<file path="src/design/pfat_pkg.sv">
`default_nettype none
package pfat_pkg;

	localparam int NUM_FRAMES_DEF  = 64;
	localparam int OFFSET_BITS_DEF = 8;
	localparam int VADDR_BITS_DEF  = 16;

	localparam int PID_W  = 8;
	localparam int ADDR_W = 16;
	localparam int SIZE_W = 16;
	localparam int DATA_W = 8;
	localparam int PID_SLOTS = 256;

	// Action codes of an input item.
	localparam logic [1:0] ACT_ALLOC = 2'd0;
	localparam logic [1:0] ACT_FREE  = 2'd1;
	localparam logic [1:0] ACT_READ  = 2'd2;
	localparam logic [1:0] ACT_WRITE = 2'd3;

	// Write commands from the sequencer to the frame table.
	typedef struct packed {
		logic claim;
		logic release_frame;
		logic link;
	} ft_ctl_t;

endpackage
`default_nettype wire

</file>
<file path="src/design/pfat_frame_table.sv">
`default_nettype none
module pfat_frame_table #(
	parameter int NUM_FRAMES  = pfat_pkg::NUM_FRAMES_DEF,
	parameter int OFFSET_BITS = pfat_pkg::OFFSET_BITS_DEF,
	parameter int VADDR_BITS  = pfat_pkg::VADDR_BITS_DEF,
	localparam int FW   = $clog2(NUM_FRAMES),
	localparam int VP_W = (VADDR_BITS > OFFSET_BITS) ? VADDR_BITS - OFFSET_BITS : 1
) (
	input  wire                        clk,
	input  wire                        arst_n,
	input  pfat_pkg::ft_ctl_t          ctl,
	input  wire  [FW-1:0]              rd_idx,
	input  wire  [FW-1:0]              wr_idx,
	input  wire  [pfat_pkg::PID_W-1:0] wr_owner,
	input  wire  [VP_W-1:0]            wr_vpage,
	input  wire  [FW-1:0]              link_idx,
	input  wire  [FW:0]                link_val,
	output logic [pfat_pkg::PID_W-1:0] rd_owner,
	output logic [VP_W-1:0]            rd_vpage,
	output logic [FW:0]                rd_next,
	output logic [NUM_FRAMES-1:0]      valid
);
	logic [pfat_pkg::PID_W-1:0] owner_mem [NUM_FRAMES];
	logic [VP_W-1:0]            vpage_mem [NUM_FRAMES];
	logic [FW:0]                next_mem  [NUM_FRAMES];
	logic [NUM_FRAMES-1:0]      valid_q;

	assign valid = valid_q;

	// A frame whose valid bit is clear is free, whatever its owner entry holds.
	always_ff @(posedge clk or negedge arst_n) begin
		if (!arst_n) begin
			valid_q <= '0;
		end else if (ctl.claim) begin
			valid_q[wr_idx] <= 1'b1;
		end else if (ctl.release_frame) begin
			valid_q[wr_idx] <= 1'b0;
		end
	end

	always_ff @(posedge clk) begin
		if (ctl.claim) begin
			owner_mem[wr_idx] <= wr_owner;
			vpage_mem[wr_idx] <= wr_vpage;
		end
		if (ctl.link) begin
			next_mem[link_idx] <= link_val;
		end
		rd_owner <= owner_mem[rd_idx];
		rd_vpage <= vpage_mem[rd_idx];
		rd_next  <= next_mem[rd_idx];
	end

endmodule
`default_nettype wire

</file>
<file path="config.mk">
export PLATFORM = sky130hd
export DESIGN_NAME = pfat_frame_table
export DESIGN_NICKNAME = d
export VERILOG_FILES = /design/src/design/pfat_pkg.sv /design/src/design/pfat_frame_table.sv
export SDC_FILE = /design/constraint.sdc
export NUM_CORES = 1
export LEC_CHECK = 0
export BUFFER_PORTS_ARGS = -buffer_cell sky130_fd_sc_hd__buf_2
export CORE_UTILIZATION = 55
export DETAILED_ROUTE_END_ITERATION = 8
export GPL_TIMING_DRIVEN = 0
export PLACE_DENSITY_LB_ADDON = 0.15
export SYNTH_ARGS = -nofsm -noshare
export SYNTH_HDL_FRONTEND = slang
export SYNTH_SLANG_ARGS = --single-unit
</file>
<file path="constraint.sdc">
create_clock -name clk -period 3.5 [get_ports clk]
set_input_delay 0.175 -clock clk [delete_from_list [all_inputs] [get_ports clk]]
set_output_delay 0.175 -clock clk [all_outputs]
set_load 0.02 [all_outputs]
</file>
==> results.py <==
metrics = {
    "detailed_routing": {
        "remaining_drc_errors": 0,
        "dr.pass1.iters": 5,
        "wirelength_mm": 166,
        "vias_per_cell": 6.53,
        "post_drt_wl_per_cell_um": 33.8,
        "drt_iter0_drc": 4222,
        "drtAntennaViolNets": 0,
        "vias": 32010,
    },
    "worst_setup_path": {
        "worstSetupStartpointType": "input port",
        "end_kind": "register",
        "crit_fanout": 10,
        "slowest_delay_ns": 0.64,
        "criticalPathCategory": "input port to register",
        "ff2ff_setup_slack_ns": 0.64,
        "critPathLaunch": "rd_idx[1]",
        "crit_top_cell": "buf_4",
        "worstPathArrival_ns": 3.68,
        "crit_end": "rd_vpage[1]",
        "reg2reg_depth": 5,
        "r2r-end": "rd_vpage[1]",
        "r2r_start": "vpage_mem[15][1]",
        "cp_cell_sequence": "buf_4 -> buf_6 -> buf_4 -> buf_2 -> mux4_2 -> mux2i_1 -> a22oi_1 -> o311ai_1 -> a21oi_1",
        "slowest_stage": "a22oi_1",
        "cp.required_ns": 4.13,
    },
    "power": {
        "p_int_w": 0.0322,
        "combPwrFrac_pct": 6.6,
        "leakagePower_nw": 22.8,
        "power.total_w": 0.0412,
        "power.density_nw_per_um2": 593,
        "p_seq_share_pct": 50.6,
        "sw_frac_of_total_pct": 21.8,
        "ir_worst_vdd_v": 0.000453,
        "clkPwrFrac_pct": 42.8,
        "p_switching_w": 0.00898,
    },
    "outcome": {
        "status": "finished with violations",
        "failed_checks": "max-capacitance violations, max-slew violations",
    },
    "finish": {
        "final_core_util_pct": 64.0,
        "final_layout_size_suffix_gt1_share_pct": 27.9,
        "area_growth_pct": 15.5,
        "nNetsFinal": 3400,
        "fill_cells": 7270,
    },
    "global_routing": {
        "gr-total-overflow": 0,
        "antenna_found_initial": 10,
        "grt_start_max_net_pins": 65,
        "grt_pass1_wl_mm": 232,
        "grtUsageTotal_pct": 30.2,
        "grt_pass1_vias": 31717,
    },
    "cts": {
        "cts_tree": "built",
        "htreeDepth": 4,
        "clk_latency_ns": 0.77,
        "path_clk_slew_ns": 0.06,
        "postCtsSetupBuffers": 0,
        "clockBufferDepth": 3,
        "clock_sinks": 1559,
        "cts_made_buffers": 156,
        "cts_root_buf": "clkbuf_16",
    },
    "timing": {
        "fin_worst_skew_ns": 0.0203,
        "finalMaxSlewViolations": 1,
        "whs_ns": 0.0339,
        "rsz0062_at_grt": "false",
        "period_needed_ns": 3.05,
        "setup_viol": 0,
        "fmax_mhz": 328,
        "tightest_slew_ns": 1.48,
        "setup_tns_ns": 0,
        "slew_headroom_pct": -0.411,
        "timing_hold_violations_final": 0,
        "period_share_pct": 87.1,
    },
    "logic_synthesis": {
        "postSynthNetCount": 3024,
        "yosysWarnings": 0,
        "syn_inst": 2978,
        "yosysUniqueCellTypes": 41,
        "syn_area_per_cell_um2": 20.2,
        "async_flop_share_pct": 4.11,
        "synthesis.area_um2": 60200,
        "ys_seq_area_share_pct": 76.8,
        "synth_edf_count": 1472,
        "ys_seq_elements": 1559,
        "synth_ff_type": "edfxtp_1",
    },
    "run": {
        "cap_violations": 2,
    },
    "die": {
        "dieArea_um2": 111000,
        "io_pins": 133,
        "core_area_um2": 109000,
        "die_w_um": 333,
        "dieHeight_um": 333,
        "num_rows": 121,
        "start_util_pct": 55.4,
    },
    "place": {
        "port_buffers": 125,
        "globalplace.congestion": 0.909,
        "dp_hpwl_mm": 110,
    },
    "worst_hold_path": {
        "worstHoldPathType": "input port to register",
    },
}
[area by class of cell]
type,count,area [um^2],share of cell area (%)
diodes,5,12.5,0.0180
plain buffers,180,1050,1.51
clock buffers,202,4340,6.23
clock inverters,87,1100,1.59
inverters,6,22.5,0.0324
multi-input cells,1233,13100,18.8
flip-flops and latches,1559,46300,66.5
well taps,1414,1770,2.54
repair buffers,218,1890,2.72
[cell usage after synthesis (all sizes together), types with 10 or more instances]
master / count / area share, %
a211oi: 46 / 0.57
dfrtp: 64 / 2.7
clkbuf: 56 / 0.36
nor2b: 73 / 0.76
a22oi: 18 / 0.22
mux2i: 180 / 3.0
a21oi: 64 / 0.53
edfxtp: 1472 / 73
dfxtp: 23 / 0.76
o22ai: 23 / 0.24
a221oi: 18 / 0.26
a2111oi: 28 / 0.47
o221ai: 18 / 0.26
nor2: 138 / 0.86
nand3: 14 / 0.12
mux2: 74 / 1.4
a22o: 18 / 0.26
nand2: 49 / 0.31
a221o: 10 / 0.17
o311ai: 18 / 0.26
buf: 124 / 1.4
o21ai: 146 / 1.2
mux4: 273 / 10
[sequential cells by signal, summed over array words and instances (netlist names), named ones only]
name	cells
rd_vpage	8
vpage_mem	512
owner_mem	512
next_mem	448
rd_owner	8
rd_next	7
[cell usage in the layout (no fill, tap or decap), drive strengths merged, types with 26 or more instances in the layout]
| cell | count |
|---|---|
| edfxtp | 1472 |
| clkbuf | 259 |
| mux2i | 180 |
| buf | 322 |
| o21ai | 146 |
| mux2 | 74 |
| mux4 | 273 |
| bufinv | 26 |
| nor2b | 73 |
| nor2 | 138 |
| a211oi | 46 |
| clkinv | 53 |
| dfrtp | 64 |
| a21oi | 64 |
| nand2 | 49 |
| a2111oi | 28 |
[power by group through the flow]
| stage | clock (W) | sequential [W] | combinational (W) |
|---|---|---|---|
| after global routing | 0.0185 | 0.0209 | 0.00284 |
| after global placement | 0 | 0.0212 | 0.00258 |
| after detailed placement | 0 | 0.0212 | 0.00268 |
| after floorplan | 0 | 0.0214 | 0.00115 |
| final | 0.0176 | 0.0208 | 0.00273 |
| after CTS | 0.0178 | 0.0208 | 0.00270 |
[worst max-delay path: cells and delay by family]
kind,cells,cell delay [ns]
multiplexers,2,0.37
buffers and inverters,4,1.32
AO/OA/AOI/OAI,3,1.76
[what timing repair did]
item                                   4_1_cts  5_1_grt
endpoints found under the hold margin      116       36
resized for setup                            0        0
hold buffers                                14        2
[routing by layer]
layer	track usage (%)	up-vias	part of all wire, %
li1	-	13033	-
met1	42.1	16809	38
met2	47.7	1864	48
met3	5.89	294	9.8
met4	11.2	10	4.0
met5	0	-	0.042
[per-stage QoR]
| step | std cells | instance area [um^2] | setup slack, ns |
|---|---|---|---|
| after detailed placement | 4591 | 63900 | -0.211 |
| after CTS | 4894 | 69400 | 0.577 |
| after global routing | 4899 | 69500 | 0.562 |
| final | 4904 | 69500 | 0.450 |
| after floorplan | 2978 | 60200 | 1.42 |
| after global placement | 4517 | 62600 | -0.973 |
[cell families (layout without fill, tap and decap cells)]
kind of cell | Yosys count | count (layout) | share of synthesized area (%)
simple gates | 299 | 299 | 2.35
compound gates | 407 | 407 | 4.46
buf+inv | 186 | 693 | 1.78
other cells | 0 | 5 | 0
mux | 527 | 527 | 14.6
flops | 1559 | 1559 | 76.8
[worst min path at each step]
| stage | start | depth (start not counted) | end | slack, ns |
|---|---|---|---|---|
| final | link_val[1] | 1 | next_mem[35][1] | 0.03 |
| after global routing | link_val[1] | 1 | next_mem[33][1] | 0.04 |
| after CTS | rd_idx[5] | 5 | rd_owner[6] | 0.09 |
| after detailed placement | register | 2 | register | 0.49 |
| after global placement | register | 2 | register | 0.49 |
| after floorplan | arst_n | 0 | asynchronous set/reset pin | -0.12 |
Power figures use the tool's default switching activity.
